[config.mk]
export PLATFORM = sky130hd
export DESIGN_NAME = tick_clock_ascii_time_emitter
export DESIGN_NICKNAME = d
export VERILOG_FILES = /design/src/hdl/tcate_pkg.sv /design/src/hdl/tcate_front.sv /design/src/hdl/tcate_queue.sv /design/src/hdl/tcate_back.sv /design/src/hdl/tick_clock_ascii_time_emitter.sv
export SDC_FILE = /design/constraint.sdc
export NUM_CORES = 1
export LEC_CHECK = 0
export BUFFER_PORTS_ARGS = -buffer_cell sky130_fd_sc_hd__buf_4
export CORE_MARGIN = 2
export CORE_UTILIZATION = 44
export CTS_CLUSTER_SIZE = 25
export DETAILED_ROUTE_END_ITERATION = 10
export PLACE_DENSITY = 0.61
export SYNTH_ARGS = -nofsm -noshare
export SYNTH_HDL_FRONTEND = slang
export SYNTH_HIERARCHICAL = 1
export SYNTH_SLANG_ARGS = --single-unit
[constraint.sdc]
create_clock -name clock -period 4.8 [get_ports clock]
set_input_delay 0.24 -clock clock [delete_from_list [all_inputs] [get_ports clock]]
set_output_delay 0.24 -clock clock [all_outputs]
set_load 0.005 [all_outputs]
[src/hdl/tcate_pkg.sv]
// Shared types and constants for the tick-driven ASCII time emitter.
package tcate_pkg;

   // Configuration register map
   localparam int unsigned CSR_ADDR_WIDTH = 3;
   localparam int unsigned CSR_DATA_WIDTH = 32;
   localparam logic        CSR_IDX_TICKS_PER_SECOND = 1'b0;
   localparam logic [15:0] TICKS_PER_SECOND_RESET = 16'd100;

   // Stream widths
   localparam int unsigned REQ_DATA_WIDTH = 8;
   localparam int unsigned RSP_DATA_WIDTH = 8;

   // Default depth of the snapshot queue between front and back
   localparam int unsigned QUEUE_DEPTH_DEFAULT = 4;

   // ASCII codes
   localparam logic [7:0] ASCII_ZERO  = 8'd48;
   localparam logic [7:0] ASCII_COLON = 8'd58;
   localparam logic [7:0] ASCII_CR    = 8'd13;

   // Character positions within "hh:mm:ss\r"
   localparam logic [3:0] POS_H_TENS = 4'd0;
   localparam logic [3:0] POS_H_ONES = 4'd1;
   localparam logic [3:0] POS_COLON0 = 4'd2;
   localparam logic [3:0] POS_M_TENS = 4'd3;
   localparam logic [3:0] POS_M_ONES = 4'd4;
   localparam logic [3:0] POS_COLON1 = 4'd5;
   localparam logic [3:0] POS_S_TENS = 4'd6;
   localparam logic [3:0] POS_S_ONES = 4'd7;
   localparam logic [3:0] POS_CR     = 4'd8;

   // Time of day as BCD digits
   typedef struct packed {
      logic [1:0] h_tens;
      logic [3:0] h_ones;
      logic [2:0] m_tens;
      logic [3:0] m_ones;
      logic [2:0] s_tens;
      logic [3:0] s_ones;
   } time_type;

   localparam int unsigned TIME_WIDTH = $bits(time_type);

   // Push side of the snapshot queue
   typedef struct packed {
      logic     valid;
      time_type stamp;
   } push_type;

   // Head of the snapshot queue as seen by the back end
   typedef struct packed {
      logic     avail;
      time_type stamp;
   } head_type;

endpackage

[src/hdl/tcate_front.sv]
// Front end: accepts ticks, counts them and keeps the BCD time of day.
module tcate_front (
   input  logic                   clock,
   input  logic                   reset,
   input  logic                   tick_valid,
   input  logic                   tick_bit,
   input  logic                   queue_full,
   input  logic [15:0]            ticks_per_second,
   output logic                   tick_ready,
   output tcate_pkg::push_type    push
);

   logic [15:0]         tick_count_ff, tick_count_in;
   tcate_pkg::time_type time_ff, time_in;
   logic [15:0]         count_inc;
   logic                accept;
   logic                rollover;
   tcate_pkg::time_type advanced;

   assign tick_ready = !queue_full;
   assign accept     = tick_valid && tick_ready && tick_bit;
   assign count_inc  = tick_count_ff + 16'd1;
   assign rollover   = accept && (count_inc == ticks_per_second);

   // Advance the time by one second, wrapping 23:59:59 to 00:00:00
   always_comb begin
      advanced = time_ff;
      if (time_ff.s_ones != 4'd9) begin
         advanced.s_ones = time_ff.s_ones + 4'd1;
      end else begin
         advanced.s_ones = 4'd0;
         if (time_ff.s_tens != 3'd5) begin
            advanced.s_tens = time_ff.s_tens + 3'd1;
         end else begin
            advanced.s_tens = 3'd0;
            if (time_ff.m_ones != 4'd9) begin
               advanced.m_ones = time_ff.m_ones + 4'd1;
            end else begin
               advanced.m_ones = 4'd0;
               if (time_ff.m_tens != 3'd5) begin
                  advanced.m_tens = time_ff.m_tens + 3'd1;
               end else begin
                  advanced.m_tens = 3'd0;
                  if (time_ff.h_tens == 2'd2 && time_ff.h_ones == 4'd3) begin
                     advanced.h_tens = 2'd0;
                     advanced.h_ones = 4'd0;
                  end else if (time_ff.h_ones == 4'd9) begin
                     advanced.h_ones = 4'd0;
                     advanced.h_tens = time_ff.h_tens + 2'd1;
                  end else begin
                     advanced.h_ones = time_ff.h_ones + 4'd1;
                  end
               end
            end
         end
      end
   end

   // Next state of the tick counter and the clock
   always_comb begin
      tick_count_in = tick_count_ff;
      time_in       = time_ff;
      if (rollover) begin
         tick_count_in = 16'd0;
         time_in       = advanced;
      end else if (accept) begin
         tick_count_in = count_inc;
      end
   end

   always_ff @(posedge clock) begin
      if (reset) begin
         tick_count_ff <= 16'd0;
         time_ff       <= '0;
      end else begin
         tick_count_ff <= tick_count_in;
         time_ff       <= time_in;
      end
   end

   // Hand the new time to the queue on every rollover
   assign push.valid = rollover;
   assign push.stamp = advanced;

endmodule

[src/hdl/tcate_queue.sv]
// Short queue of time snapshots between the front and back ends.
module tcate_queue #(
   parameter int unsigned DEPTH = tcate_pkg::QUEUE_DEPTH_DEFAULT
) (
   input  logic                clock,
   input  logic                reset,
   input  tcate_pkg::push_type push,
   input  logic                pop,
   output logic                full,
   output tcate_pkg::head_type head
);

   localparam int unsigned PTR_WIDTH = (DEPTH > 1) ? $clog2(DEPTH) : 1;
   localparam int unsigned CNT_WIDTH = $clog2(DEPTH + 1);
   localparam logic [PTR_WIDTH-1:0] PTR_LAST = PTR_WIDTH'(DEPTH - 1);
   localparam logic [CNT_WIDTH-1:0] CNT_FULL = CNT_WIDTH'(DEPTH);

   tcate_pkg::time_type         entry_ff [DEPTH];
   logic [PTR_WIDTH-1:0]        wr_ptr_ff, wr_ptr_in;
   logic [PTR_WIDTH-1:0]        rd_ptr_ff, rd_ptr_in;
   logic [CNT_WIDTH-1:0]        count_ff, count_in;
   logic                        do_push;
   logic                        do_pop;

   assign full    = (count_ff == CNT_FULL);
   assign do_push = push.valid && !full;
   assign do_pop  = pop && (count_ff != '0);

   // Advance pointers and fill count
   always_comb begin
      wr_ptr_in = wr_ptr_ff;
      rd_ptr_in = rd_ptr_ff;
      count_in  = count_ff;
      if (do_push) begin
         wr_ptr_in = (wr_ptr_ff == PTR_LAST) ? '0 : wr_ptr_ff + 1'b1;
      end
      if (do_pop) begin
         rd_ptr_in = (rd_ptr_ff == PTR_LAST) ? '0 : rd_ptr_ff + 1'b1;
      end
      if (do_push && !do_pop) begin
         count_in = count_ff + 1'b1;
      end else if (do_pop && !do_push) begin
         count_in = count_ff - 1'b1;
      end
   end

   always_ff @(posedge clock) begin
      if (reset) begin
         wr_ptr_ff <= '0;
         rd_ptr_ff <= '0;
         count_ff  <= '0;
      end else begin
         wr_ptr_ff <= wr_ptr_in;
         rd_ptr_ff <= rd_ptr_in;
         count_ff  <= count_in;
      end
   end

   // Store the snapshot; payload needs no reset
   always_ff @(posedge clock) begin
      if (do_push) begin
         entry_ff[wr_ptr_ff] <= push.stamp;
      end
   end

   assign head.avail = (count_ff != '0);
   assign head.stamp = entry_ff[rd_ptr_ff];

endmodule

[src/hdl/tcate_back.sv]
// Back end: spells out each snapshot as "hh:mm:ss" and CR, one character a cycle while out_ready is high.
module tcate_back (
   input  logic                clock,
   input  logic                reset,
   input  tcate_pkg::head_type head,
   output logic                pop,
   output logic                out_valid,
   input  logic                out_ready,
   output logic [7:0]          out_char,
   output logic                out_last
);

   logic [3:0] pos_ff, pos_in;
   logic       valid_ff, valid_in;
   logic [7:0] char_ff;
   logic       last_ff;
   logic       load;
   logic [7:0] char_sel;

   assign load = head.avail && (!valid_ff || out_ready);
   assign pop  = load && (pos_ff == tcate_pkg::POS_CR);

   // Pick the character at the current position
   always_comb begin
      unique case (pos_ff)
         tcate_pkg::POS_H_TENS: char_sel = tcate_pkg::ASCII_ZERO + {6'd0, head.stamp.h_tens};
         tcate_pkg::POS_H_ONES: char_sel = tcate_pkg::ASCII_ZERO + {4'd0, head.stamp.h_ones};
         tcate_pkg::POS_COLON0: char_sel = tcate_pkg::ASCII_COLON;
         tcate_pkg::POS_M_TENS: char_sel = tcate_pkg::ASCII_ZERO + {5'd0, head.stamp.m_tens};
         tcate_pkg::POS_M_ONES: char_sel = tcate_pkg::ASCII_ZERO + {4'd0, head.stamp.m_ones};
         tcate_pkg::POS_COLON1: char_sel = tcate_pkg::ASCII_COLON;
         tcate_pkg::POS_S_TENS: char_sel = tcate_pkg::ASCII_ZERO + {5'd0, head.stamp.s_tens};
         tcate_pkg::POS_S_ONES: char_sel = tcate_pkg::ASCII_ZERO + {4'd0, head.stamp.s_ones};
         default:               char_sel = tcate_pkg::ASCII_CR;
      endcase
   end

   // Step the position and the output register
   always_comb begin
      pos_in   = pos_ff;
      valid_in = valid_ff;
      if (load) begin
         valid_in = 1'b1;
         pos_in   = (pos_ff == tcate_pkg::POS_CR) ? tcate_pkg::POS_H_TENS : pos_ff + 4'd1;
      end else if (out_ready) begin
         valid_in = 1'b0;
      end
   end

   always_ff @(posedge clock) begin
      if (reset) begin
         pos_ff   <= tcate_pkg::POS_H_TENS;
         valid_ff <= 1'b0;
      end else begin
         pos_ff   <= pos_in;
         valid_ff <= valid_in;
      end
   end

   // Hold the character until the transaction completes
   always_ff @(posedge clock) begin
      if (load) begin
         char_ff <= char_sel;
         last_ff <= (pos_ff == tcate_pkg::POS_CR);
      end
   end

   assign out_valid = valid_ff;
   assign out_char  = char_ff;
   assign out_last  = last_ff;

endmodule

[src/hdl/tick_clock_ascii_time_emitter.sv]
// Top level of the tick-driven clock that emits the time as ASCII text.
// A rollover tick writes the new time into the snapshot queue; the back end then loads the
// first character into its output register, and the nine characters follow at one per cycle
// while rsp_tready stays high. Throughput: one tick per cycle while the snapshot queue has
// room; the back end drains each string through its single character output register.
// Reset clears the tick count, the time (00:00:00) and the queue; ticks_per_second = 100.
module tick_clock_ascii_time_emitter #(
   parameter int unsigned QUEUE_DEPTH = tcate_pkg::QUEUE_DEPTH_DEFAULT
) (
   input  logic                                 clock,
   input  logic                                 reset,
   // Tick stream
   input  logic                                 req_tvalid,
   output logic                                 req_tready,
   input  logic [tcate_pkg::REQ_DATA_WIDTH-1:0] req_tdata,  // [0] tick, [7:1] zero
   // Character stream
   output logic                                 rsp_tvalid,
   input  logic                                 rsp_tready,
   output logic [tcate_pkg::RSP_DATA_WIDTH-1:0] rsp_tdata,  // [7:0] character
   output logic                                 rsp_tlast,
   // Configuration
   input  logic                                 csr_psel,
   input  logic                                 csr_penable,
   input  logic                                 csr_pwrite,
   input  logic [tcate_pkg::CSR_ADDR_WIDTH-1:0] csr_paddr,
   input  logic [tcate_pkg::CSR_DATA_WIDTH-1:0] csr_pwdata,
   output logic [tcate_pkg::CSR_DATA_WIDTH-1:0] csr_prdata,
   output logic                                 csr_pready
);

   logic [15:0]         tps_ff, tps_in;
   logic                csr_write;
   logic                csr_hit;
   logic                queue_full;
   logic                pop;
   tcate_pkg::push_type push;
   tcate_pkg::head_type head;

   // Register file
   assign csr_pready = 1'b1;
   assign csr_hit    = (csr_paddr[2] == tcate_pkg::CSR_IDX_TICKS_PER_SECOND);
   assign csr_write  = csr_psel && csr_penable && csr_pwrite && csr_pready;

   always_comb begin
      tps_in = tps_ff;
      if (csr_write && csr_hit) begin
         tps_in = csr_pwdata[15:0];
      end
   end

   always_ff @(posedge clock) begin
      if (reset) begin
         tps_ff <= tcate_pkg::TICKS_PER_SECOND_RESET;
      end else begin
         tps_ff <= tps_in;
      end
   end

   assign csr_prdata = csr_hit ? {16'd0, tps_ff} : '0;

   tcate_front u_front (
      .clock            (clock),
      .reset            (reset),
      .tick_valid       (req_tvalid),
      .tick_bit         (req_tdata[0]),
      .queue_full       (queue_full),
      .ticks_per_second (tps_ff),
      .tick_ready       (req_tready),
      .push             (push)
   );

   tcate_queue #(
      .DEPTH (QUEUE_DEPTH)
   ) u_queue (
      .clock (clock),
      .reset (reset),
      .push  (push),
      .pop   (pop),
      .full  (queue_full),
      .head  (head)
   );

   tcate_back u_back (
      .clock     (clock),
      .reset     (reset),
      .head      (head),
      .pop       (pop),
      .out_valid (rsp_tvalid),
      .out_ready (rsp_tready),
      .out_char  (rsp_tdata),
      .out_last  (rsp_tlast)
   );

endmodule

======== Word-level counts from Yosys, hierarchy flattened ========
Memory sizes are Yosys's and may differ from the RTL's. A register that Yosys moved wholly into a read port is not among the register bits.
Cells that the tools add are included.
word-level totals
  register bits after elaboration ......... 73
  bits in writable memories ............... 80
  input bits .............................. 50
  logic and storage cells ................. 102
  memories kept ........................... 1
operators by class
  $add $sub $neg .......................... 18
  equality and inequality tests ........... 19
  muxes and demuxes ....................... 24
  bitwise logic cells ..................... 1
  reduce and logical (&&, ||, !) cells .... 24
memories
  name              depth  width  read ports  clocked after memory_dff  write ports  line               text
  u_queue.entry_ff  4      20     1           1                         1            tcate_queue.sv:18  tcate_pkg::time_type entry_ff [DEPTH];
operators by type and width
  cell                     count
  $pmux W8 S7              1
  $mux W16                 2
  $add A6 B4 Y7 const A    3
  $add A16 B1 Y16 const B  1
  $add A4 B1 Y4 const B    4
  $eq A16 B16 Y1           1
  $eq A4 B3 Y1 const B     4
  $mux W4                  4
  $add A6 B3 Y7 const A    2
  $logic_and A1 B1 Y1      13
  $mux W13                 1
  $eq A4 B2 Y1 const B     3
  $mux W3                  4
  $mux W6                  2
  $mux W2                  5
  $add A3 B1 Y3 const B    3
  $mux W9                  1
  $eq A4 B4 Y1 const B     2
  $ne A4 B4 Y1 const B     2
  $add A6 B2 Y7 const A    1
  $add A2 B1 Y2 const B    3
  $eq A2 B2 Y1 const B     3
  $ne A3 B3 Y1 const B     2
  $eq A4 B1 Y1 const B     1
  10 further kinds         18

======== Logic depth before layout (Yosys ltp) ========
Gate-level depths: netlist of the first run.
  depth in word-level cells ............... 10
  mapped depth ............................ 18
  depth with buffers taken out ............ 15

======== Modules after synthesis ========
The synthesis of the first run kept the hierarchy.
modules (own cells, without submodules)
  module                         instances  cells an instance  area each (um2)  seq. area each (um2)
  tcate_queue                    1          154                3368.2           2582.5
  tcate_front                    1          347                2793.9           720.7
  tick_clock_ascii_time_emitter  1          106                972.2            320.3
  tcate_back                     1          69                 663.1            280.3

======== Least setup slack after synthesis of the first run ========
No wires, ideal clock.
  path type ............................... flip-flop to flip-flop
  start ................................... register u_queue.count_ff[0]
  end ..................................... register u_queue.count_ff[2]
  library setup time ...................... 70 ps
  data arrival time ....................... 3667 ps
  required time ........................... 4730 ps
  path slack .............................. 1063 ps
  stages on the path, launching flop included .. 19
  period minus slack after synthesis ...... 3737 ps
  cells stage by stage .................... dfxtp_1 -> or3b_1 -> buf_6 -> clkinv_4 -> and3b_1 -> clkbuf_1 -> nand3_1 -> nor3_1 -> nand3_1 -> nor4_1 -> buf_4 -> inv_1 -> nor2_2 -> ha_1 -> inv_1 -> fa_1 -> xor2_1 -> or3_2 -> a21oi_1
between the ends
  longest elaborated chain between the ends .. 9
  elaborated cells on any way between the ends .. 19
  those cells by class .................... add/sub (2); eq/ne (1); mux (2); reduce/logical (14)
RTL lines
  item                                  line                                 text
  start, declared                       tcate_queue.sv:21                    logic [CNT_WIDTH-1:0] count_ff, count_in;
  start signal, assigned                tcate_queue.sv:55                    count_ff <= count_in;
  $eq A3 B3 Y1 (*)                      tcate_queue.sv:25                    assign full = (count_ff == CNT_FULL);
  via queue_full                        tick_clock_ascii_time_emitter.sv:34  logic queue_full;
  $logic_not A1 Y1 (*)                  tcate_front.sv:20                    assign tick_ready = !queue_full;
  $logic_and A1 B1 Y1 (*) (2 in a row)  tcate_front.sv:21                    assign accept = tick_valid && tick_ready && tick_bit;
  $logic_and A1 B1 Y1 (*)               tcate_front.sv:23                    assign rollover = accept && (count_inc == ticks_per_second);
  via u_front.rollover                  tcate_front.sv:17                    logic rollover;
  $logic_and A1 B1 Y1 (*)               tcate_queue.sv:26                    assign do_push = push.valid && !full;
  via u_queue.do_push                   tcate_queue.sv:22                    logic do_push;
  $logic_not A1 Y1                      tcate_queue.sv:42                    end else if (do_pop && !do_push) begin
  $logic_and A1 B1 Y1                   tcate_queue.sv:42
  $reduce_bool A2 Y1 (no line)          n/a
The timed path passes the listed nets; every way through them passes the cells marked *. The select of a mux whose other input is x is not followed.
A chain may end at the register's enable or synchronous reset.

==> impl_metrics.py, run 1 <==
metrics = {
    "timing": {
        "max_freq_mhz": 236,
        "setup_violations": 0,
        "finalMaxSlewViolations": 0,
        "fin_tns_setup_ps": 0,
        "period_needed_ps": 4240,
        "relSlewSlack_pct": 35.2,
        "tightest_slew_ps": 971,
        "fin_skew_ps": 15.1,
        "finalHoldViolCount": 0,
        "rsz0062_at_grt": "no",
        "period_share_pct": 88.2,
        "layout_setup_ws_ps": 564,
    },
    "synthesis": {
        "synthCells": 676,
        "synthDistinctLibCells": 82,
        "synth_flop_cell": "edfxtp_1",
        "synth.top_cell.area_share_pct": 33.1,
        "synth_top_cell_by_area": "edfxtp_1",
        "ys.warnings.count": 6,
        "synthTopCellsByCount": "86 x edfxtp_1, 66 x dfxtp_1, 45 x nand2_1, 45 x nor2_1, 32 x nand2b_1",
        "synth_area_per_cell_um2": 11.5,
        "synth_edf_count": 86,
        "syn_area_um2": 7800,
        "ys_seq_area_share_pct": 50.1,
        "synth.most_common_cell": "edfxtp_1",
        "ys_seq_elements": 152,
        "yosys-top-cells-area": "edfxtp_1 33%, dfxtp_1 17%, mux4_2 5.8%, mux2i_1 3.6%, xnor2_1 2.7%",
        "synthArstFlopShare_pct": 0,
    },
    "global_routing": {
        "grt-ovfl-total": 0,
        "grt_max_degree": 65,
        "grt_pass1_wl_mm": 25.2,
        "grt_antenna_before_repair": 0,
        "groute.usage.overall_pct": 17.5,
        "grt_pass1_vias": 4872,
    },
    "run": {
        "max_cap_viol_count": 0,
    },
    "layout": {
        "multiInputGateArea_um2": 3490,
        "drive_above_1_share_pct": 20.7,
        "fin_util_pct": 50.6,
        "syn_to_final_growth_pct": 12.2,
        "num_antenna_cells": 0,
        "num-fill-cells": 1511,
        "nets": 773,
        "seq_area_um2": 3900,
    },
    "die": {
        "initial_utilization_pct": 45.1,
        "die_y_um": 137,
        "core_um2": 17300,
        "io_pins": 94,
        "rows": 48,
        "die_area_um2": 18800,
        "fp.dieW_um": 137,
    },
    "critical_path": {
        "worstSetupPathType": "register to register",
        "cp.required_ps": 5150,
        "r2r_start": "u_front/tick_count_ff[0]",
        "endpoint_kind": "register",
        "start_kind": "register",
        "critPathMaxFanout": 10,
        "timing.critical_path.from": "u_front/tick_count_ff[0]",
        "worstSetupEndpoint": "u_queue/count_ff[2]",
        "reg2reg_depth": 15,
        "worstReg2RegEnd": "u_queue/count_ff[2]",
        "arrival_ps": 4590,
        "ff2ff_setup_slack_ps": 560,
    },
    "clock_network": {
        "postCtsSetupBuffers": 0,
        "htree_levels": 4,
        "clockRootBuffer": "clkbuf_16",
        "cts_hold_buf": 0,
        "cts_tree": "done",
        "cts_sinks": 152,
        "cts_inserted_buffers": 17,
        "cts_buffer_depth": 2,
        "clock_latency_ps": 420,
        "cts_resized": 0,
        "clk_pin_slew_worst_paths_ps": 70,
    },
    "power_and_ir_drop": {
        "p_leak_nw": 3.23,
        "ir_worst_vdd_uv": 274,
        "p_per_area_nw_per_um2": 316,
    },
    "route": {
        "drt_iter0_drc": 350,
        "ant_nets": 0,
        "drt_pass1_iterations": 5,
        "drt-total-wl_mm": 15.7,
        "via_per_inst": 5.40,
        "wl_per_cell_um": 16.6,
        "num_vias": 5112,
        "drc_errors": 0,
    },
    "run_status": {
        "status": "finished, final reports clean",
    },
    "placed_design": {
        "port_buffers": 49,
        "gp_congestion": 0.835,
        "place_ws_ps": 595,
        "hpwl_mm": 11.1,
    },
    "hold_path": {
        "hp-class": "input pin to register",
    },
}
[worst max-delay path, stage by stage (launching register included)]
cell and delay, ps:
dfxtp_1 460, ha_1 330, nand3_1 310, a2111oi_4 400, a311oi_1 110, o32a_1 360, nor4_1 370, buf_4 220
inv_1 70, nor2_2 160, ha_1 200, inv_1 60, fa_1 370, xor2_1 180, or3_2 410, a21oi_1 140
[cell usage in the layout (no fill, tap or decap), drive strengths merged, types with 11 or more instances in the layout]
master | Yosys | layout
edfxtp | 86 | 86
dfxtp | 66 | 66
buf | 41 | 54
nor2 | 46 | 46
nand2 | 45 | 45
nand2b | 32 | 32
nand3 | 31 | 31
mux2i | 28 | 28
inv | 19 | 27
xnor2 | 25 | 25
nor2b | 20 | 20
mux4 | 20 | 20
conb | 3 | 19
clkbuf | 16 | 17
xor2 | 17 | 17
o21ai | 16 | 16
a21oi | 14 | 14
ha | 14 | 14
mux2 | 12 | 12
nor4 | 12 | 12
and3 | 11 | 11
[through the flow]
step	hold slack, ps	total power [W]	cells	area [µm²]
2_1_floorplan	309	0.00146	692	7860
3_3_place_gp	472	0.00147	914	8170
3_5_place_dp	483	0.00148	914	8170
4_1_cts	62.3	0.00280	946	8750
5_1_grt	77.2	0.00286	946	8750
6_report	76.3	0.00276	946	8750
[registers in the layout, summed over array words and instances, names as in the netlist, named ones only]
| name | flops |
|---|---|
| u_queue/entry_ff | 80 |
| u_front/time_ff | 20 |
| tps_ff | 16 |
| u_front/tick_count_ff | 16 |
| u_back/out_char | 5 |
| u_back/pos_ff | 4 |
| u_queue/count_ff | 3 |
| u_queue/rd_ptr_ff | 2 |
| u_queue/wr_ptr_ff | 2 |
| u_back/out_last | 1 |
| u_back/out_valid | 1 |
[power breakdown]
| group | internal (W) | switching, W | leakage, nW |
|---|---|---|---|
| Combinational | 0.0000355 | 0.0000416 | 1.49 |
| Sequential | 0.00136 | 0.00000588 | 1.46 |
| Clock | 0.000737 | 0.000580 | 0.284 |
[kinds of logic after synthesis]
logic type / after synthesis / share of synthesized area [%]
AO/OA/AOI/OAI: 75 / 7.19
XOR/XNOR: 42 / 4.81
adder cells (fa/ha/maj): 15 / 2.50
buffers and inverters: 77 / 5.89
flip-flops: 152 / 50.1
multiplexers: 60 / 11.2
other: 3 / 0.144
AND/OR/NAND/NOR: 252 / 18.2
[worst min-delay path by stage]
stage | endpoint | cells after the start | startpoint
6_report | tps_ff[5] | 3 | csr_pwdata[5]
5_1_grt | tps_ff[6] | 3 | csr_pwdata[6]
4_1_cts | tps_ff[5] | 3 | csr_pwdata[5]
3_5_place_dp | u_front/time_ff[18] | 2 | u_front/time_ff[18]
3_3_place_gp | u_queue/rd_ptr_ff[0] | 2 | u_queue/rd_ptr_ff[0]
2_1_floorplan | u_back/out_valid | 1 | reset
[layer usage]
layer	vias up	wire length (µm)	track usage, %
li1	2487	-	-
met1	2532	7280	23.3
met2	87	7880	28.7
met3	6	497	3.63
met4	0	89	5.73
met5	-	0	0
[area by class of cell]
type,count,share of cell area [%]
clock inverter,15,1.82
tap,225,3.22
sequential,152,44.6
clock buffer,17,4.86
inverter,20,0.915
timing repair buffer,54,4.63
multi-input combinational,463,39.9
Note: power is estimated with default switching activity, not from simulation.
==> inputs of run 2 (changes only) <==
--- a/config.mk
+++ b/config.mk
@@ -5,6 +5,7 @@
 export SDC_FILE = /design/constraint.sdc
 export NUM_CORES = 1
 export LEC_CHECK = 0
+export ABC_AREA = 1
 export BUFFER_PORTS_ARGS = -buffer_cell sky130_fd_sc_hd__buf_4
 export CORE_MARGIN = 2
 export CORE_UTILIZATION = 44
==> impl_metrics.py, run 2 <==
metrics = {
    "run_status": {
        "status": "finished, final reports clean",
    },
    "critical_path": {
        "cp.required_ps": 5120,
        "start_kind": "register",
        "arrival_ps": 4030,
        "worstSetupPathType": "register to register",
        "critPathMaxFanout": 7,
        "endpoint_kind": "register",
    },
    "route": {
        "drt_iter0_drc": 331,
        "drc_errors": 0,
        "via_per_inst": 4.94,
        "wl_per_cell_um": 13.3,
        "drt_pass1_iterations": 5,
        "ant_nets": 0,
        "drt-total-wl_mm": 16.7,
        "num_vias": 6211,
    },
    "global_routing": {
        "grt_use_met2_pct": 29.6,
        "grt_pass1_wl_mm": 27.6,
        "grt_max_degree": 42,
        "met3_usage_pct": 4.17,
        "grt.busiest_layer": "met2",
        "grt_antenna_before_repair": 0,
        "grt_pass1_vias": 5561,
        "grt-ovfl-total": 0,
        "met1_usage_pct": 26.3,
        "groute.usage.overall_pct": 18.9,
    },
    "layout": {
        "regMostFlops": "u_queue/entry_ff",
        "mostFrequentLayoutCells": "200 x nand2_1, 169 x nor2_1, 108 x inv_1",
        "top_regs": "u_queue/entry_ff (80), u_front/time_ff (20)",
        "num_antenna_cells": 0,
        "num-fill-cells": 1704,
        "nets": 1085,
        "layout_commonest_cell": "nand2_1",
        "fin_util_pct": 51.6,
        "syn_to_final_growth_pct": 13.8,
        "drive_above_1_share_pct": 13.0,
        "largest_reg_flops": 80,
    },
    "clock_network": {
        "clk_pin_slew_worst_paths_ps": 60,
        "cts_tree": "done",
        "htree_levels": 4,
        "cts_sinks": 152,
        "cts_hold_buf": 0,
        "clock_latency_ps": 420,
        "clockRootBuffer": "clkbuf_16",
        "postCtsSetupBuffers": 0,
        "cts_buffer_depth": 2,
        "cts_inserted_buffers": 17,
        "cts_resized": 0,
    },
    "run": {
        "max_cap_viol_count": 0,
    },
    "synthesis": {
        "syn_area_um2": 7890,
        "synthTopCellsByCount": "200 x nand2_1, 173 x nor2_1, 108 x inv_1",
        "synth_edf_count": 86,
        "synth_compound_gate_area_share_pct": 7.17,
        "yosys-top-cells-area": "edfxtp_1 33%, dfxtp_1 17%, nand2_1 9.5%, nor2_1 8.2%, nand3_1 5.7%",
        "synthCells": 980,
        "synth.most_common_cell": "nand2_1",
        "synthArstFlopShare_pct": 0,
        "synth.top_cell.area_share_pct": 32.7,
        "synth-adder-area-share_pct": 2.47,
        "muxShareOfSynthArea_pct": 0,
        "yosys.area_share.xor_xnor_pct": 1.11,
        "synth_top_family_by_area": "simple AND/OR/NAND/NOR gates",
        "synth_simple_gate_area_share_pct": 30.0,
        "ys_seq_elements": 152,
        "synthDistinctLibCells": 39,
        "ys.warnings.count": 6,
        "ys_seq_area_share_pct": 49.5,
        "synth_area_per_cell_um2": 8.05,
        "synth_top_cell_by_area": "edfxtp_1",
        "synth_flop_cell": "edfxtp_1",
    },
    "timing": {
        "period_share_pct": 77.4,
        "fin_skew_ps": 7.54,
        "setup_violations": 0,
        "tightest_slew_ps": 897,
        "rsz0062_at_grt": "no",
        "max_freq_mhz": 269,
        "relSlewSlack_pct": 40.2,
        "finalMaxSlewViolations": 0,
        "period_needed_ps": 3710,
        "fin_tns_setup_ps": 0,
        "finalHoldViolCount": 0,
    },
    "die": {
        "io_pins": 94,
        "die_y_um": 138,
        "die_area_um2": 19000,
        "core_um2": 17400,
        "fp.dieW_um": 138,
        "initial_utilization_pct": 45.3,
        "rows": 48,
    },
    "power_and_ir_drop": {
        "clock_power_share_pct": 48.8,
        "combPwrFrac_pct": 4.5,
        "ir_worst_vdd_uv": 200,
        "power_frac_seq_pct": 46.6,
        "power_w": 0.00299,
        "p_sw_share_pct": 21.2,
        "p_per_area_nw_per_um2": 333,
        "intPower_w": 0.00236,
        "switchingPower_w": 0.000632,
        "p_leak_nw": 3.88,
    },
    "placed_design": {
        "port_buffers": 49,
        "hpwl_mm": 11.3,
        "gp_congestion": 0.840,
    },
    "hold_path": {
        "hp-class": "input pin to register",
    },
}
-- run 2: per-layer routing --
layer	vias to the layer above	share of wire, %
met5	-	0
met4	0	1.1
met3	12	4.0
met2	131	45
met1	2823	50
li1	3245	-
-- run 2: cell families (layout without fill, tap and decap cells) --
family / after synthesis / in the layout
buffers and inverters: 165 / 202
flip-flops: 152 / 152
adder cells (fa/ha/maj): 15 / 15
AND/OR/NAND/NOR: 531 / 531
other: 3 / 19
AO/OA/AOI/OAI: 104 / 104
XOR/XNOR: 10 / 10
-- run 2: path summary, 6_finish.rpt --
check                                 from             endpoint  slack (ps)  depth (start not counted)
setup reg to reg  u_front/tick_count_ff[0]  u_queue/count_ff[2]        1090                         22
hold / removal               csr_pwdata[6]            tps_ff[6]          30                          3
setup / recovery  u_front/tick_count_ff[0]  u_queue/count_ff[2]        1090                         22
hold reg to reg        u_front/time_ff[19]  u_front/time_ff[19]         500                          2
-- run 2: power by group through the flow --
| stage | Clock (W) | Combinational [W] | Sequential [W] |
|---|---|---|---|
| floorplan | 0 | 0.000110 | 0.00141 |
| global placement | 0 | 0.000134 | 0.00142 |
| detailed placement | 0 | 0.000135 | 0.00142 |
| CTS | 0.00149 | 0.000136 | 0.00139 |
| global route | 0.00155 | 0.000157 | 0.00139 |
| finish | 0.00146 | 0.000136 | 0.00139 |
-- run 2: critical path, cell delays in order (launching register included) --
cell and delay [ps]:
dfxtp_1 420, ha_1 230, nand3_1 140, nor2_2 160, nand2_1 120, inv_2 90, nand2_1 60, nand2_1 80
nand3_1 70, nand2_1 100, nand2_1 80, nor4_1 740, nand2_2 260, inv_1 110, ha_1 170, inv_1 70
fa_1 370, inv_1 60, nand2_1 60, nand3_1 80, nand2_1 50, inv_1 40, nor2_1 40
-- run 2: per-stage QoR --
| step | setup WS (ps) | area (µm²) | cells | hold slack [ps] |
|---|---|---|---|---|
| CTS | 1050 | 8980 | 1258 | 16.5 |
| global placement | 1120 | 8330 | 1226 | 463 |
| finish | 1090 | 8980 | 1258 | 30.7 |
| global route | 660 | 8980 | 1258 | 20.9 |
| floorplan | 1740 | 7950 | 996 | 309 |
| detailed placement | 1080 | 8330 | 1226 | 465 |
-- run 2: layout make-up --
class	instances	area (µm²)	share of cell area, %
flip-flops and latches	152	3900	43.5
multi-input cells	679	3300	36.7
inverters	115	433	4.82
clock buffers	18	429	4.78
repair buffers	55	413	4.60
well taps	225	282	3.13
clock inverters	14	224	2.49
==> inputs of run 3 (changes only) <==
==> constraint.sdc (replaced) <==
create_clock -name clock -period 3.6 [get_ports clock]
set_input_delay 0.18 -clock clock [delete_from_list [all_inputs] [get_ports clock]]
set_output_delay 0.18 -clock clock [all_outputs]
set_load 0.005 [all_outputs]
==> impl_metrics.py, run 3 (synthesized netlist as in run 2, its figures left out) <==
metrics = {
    "run": {
        "max_cap_viol_count": 0,
    },
    "hold_path": {
        "hold_start": "reset",
        "hp-class": "input pin to register",
    },
    "critical_path": {
        "r2r_start": "u_front/tick_count_ff[1]",
        "critPathMaxFanout": 7,
        "timing.critical_path.from": "u_front/tick_count_ff[1]",
        "start_kind": "register",
        "slowest_stage": "dfxtp_1",
        "critical_path.top_delay_family": "simple AND/OR/NAND/NOR gates",
        "arrival_ps": 3550,
        "crit_top_cell": "nand2_1",
        "cp_cell_sequence": "ha_1 > nand3_1 > nor2_2 > nand2_1 > inv_2 > nand2_1 > nand2_1 > nand3_1 > nand2_1 > nand2_1 > nor4_4 > buf_4 > nand2_2 > inv_1 > ha_1 > inv_1 > fa_1 > inv_1 > nand2_1 > nand3_1 > nand2_1 > inv_1 > nor2_1",
        "crit_buf_inv": 6,
        "endpoint_kind": "register",
        "worstSetupPathType": "register to register",
        "cp.required_ps": 3930,
        "critPathMaxStageDelay_ps": 400,
    },
    "clock_network": {
        "clockRootBuffer": "clkbuf_16",
        "clock_latency_ps": 430,
        "clk_pin_slew_worst_paths_ps": 60,
        "cts_inserted_buffers": 17,
        "postCtsSetupBuffers": 0,
        "cts_sinks": 152,
        "cts_tree": "done",
        "cts_buffer_depth": 2,
        "htree_levels": 4,
    },
    "global_routing": {
        "grt-ovfl-total": 0,
        "grt_pass1_vias": 5518,
        "grt_pass1_wl_mm": 27.3,
        "grt_max_degree": 41,
        "groute.usage.overall_pct": 18.9,
        "grt_antenna_before_repair": 0,
    },
    "power_and_ir_drop": {
        "power_w": 0.00414,
        "p_leak_nw": 3.93,
        "ir_worst_vdd_uv": 304,
        "p_per_area_nw_per_um2": 455,
    },
    "timing": {
        "period_share_pct": 89.5,
        "finalHoldViolCount": 0,
        "max_freq_mhz": 310,
        "fin_tns_setup_ps": 0,
        "setup_violations": 0,
        "relSlewSlack_pct": 45.3,
        "tightest_slew_ps": 821,
        "fin_skew_ps": 8.35,
        "finalMaxSlewViolations": 0,
        "period_needed_ps": 3220,
        "holdWs_ps": 14.8,
        "rsz0062_at_grt": "no",
    },
    "die": {
        "die_y_um": 138,
        "rows": 48,
        "io_pins": 94,
        "initial_utilization_pct": 45.3,
        "fp.dieW_um": 138,
        "core_um2": 17400,
        "die_area_um2": 19000,
    },
    "layout": {
        "nets": 1091,
        "largest_reg_flops": 80,
        "finalInstanceArea_um2": 9100,
        "mostFrequentLayoutCells": "200 x nand2_1, 169 x nor2_1, 108 x inv_1",
        "top_regs": "u_queue/entry_ff (80), u_front/time_ff (20)",
        "layout_commonest_cell": "nand2_1",
        "num_antenna_cells": 0,
        "drive_above_1_share_pct": 13.5,
        "syn_to_final_growth_pct": 15.3,
        "fin_util_pct": 52.3,
        "regMostFlops": "u_queue/entry_ff",
    },
    "placed_design": {
        "place_area_um2": 8350,
        "hpwl_mm": 11.2,
        "port_buffers": 49,
        "gp_congestion": 0.835,
    },
    "route": {
        "ant_nets": 0,
        "wl_per_cell_um": 13.1,
        "drt_iter0_drc": 416,
        "via_per_inst": 4.90,
        "drc_errors": 0,
        "num_vias": 6197,
        "drt_pass1_iterations": 5,
        "drt-total-wl_mm": 16.6,
    },
    "run_status": {
        "status": "finished, final reports clean",
    },
}
## run 3: changes by cell type in the layout (fill, tap and decap cells not counted), moves of 2 or more
cell / before / now
buf_4: 55 / 58
bufinv_16: 5 / 7
clkinv_4: 3 / 1
dlygate4sd3_1: 0 / 3
inv_6: 1 / 3
## run 3: report_power, final
group	switching (W)	leakage, nW	internal, W
sequential	0.0000236	1.30	0.00183
clock	0.000708	0.338	0.00139
combinational	0.000113	2.29	0.0000735
## run 3: what timing repair did
| action | in CTS | in global routing |
|---|---|---|
| gates resized for setup | 0 | 3 |
| hold endpoints to repair | 3 | 0 |
| hold buffers | 3 | 0 |
| endpoints found under the setup margin | 0 | 2 |
## run 3: worst register-to-register path, stage by stage, from the launching register on
cell and delay, ps:
dfxtp_1 400, ha_1 240, nand3_1 140, nor2_2 150
nand2_1 110, inv_2 80, nand2_1 60, nand2_1 80
nand3_1 60, nand2_1 80, nand2_1 100, nor4_4 300
buf_4 170, nand2_2 120, inv_1 90, ha_1 160
inv_1 70, fa_1 380, inv_1 60, nand2_1 60
nand3_1 80, nand2_1 50, inv_1 40, nor2_1 30
## run 3: path summary, 6_finish.rpt
| path | endpoint | depth (start not counted) | slack [ps] |
|---|---|---|---|
| setup / recovery | u_queue/count_ff[2] | 23 | 380 |
| hold reg to reg | tps_ff[6] | 2 | 490 |
| setup reg to reg | u_queue/count_ff[2] | 23 | 380 |
| hold / removal | u_back/pos_ff[1] | 2 | 10 |
## run 3: layer usage
metal	global-route usage (%)	part of all wire, %
met2	29.0	44
met3	3.80	4.6
met4	7.31	1.6
met5	0	0
met1	26.3	50
## run 3: final cells by class
class                   count  area (µm²)
repair buffers             61         465
well taps                 225         282
multi-input cells         679        3310
clock buffers              18         439
flip-flops and latches    152        3910
inverters                 115         433
clock inverters            14         265
fillers                  1670        8310
## run 3: per-stage QoR
stage | cells | setup WS (ps)
detailed placement | 1229 | 275
CTS | 1264 | 244
global route | 1264 | 17.4
floorplan | 996 | 540
finish | 1264 | 379
global placement | 1229 | 224
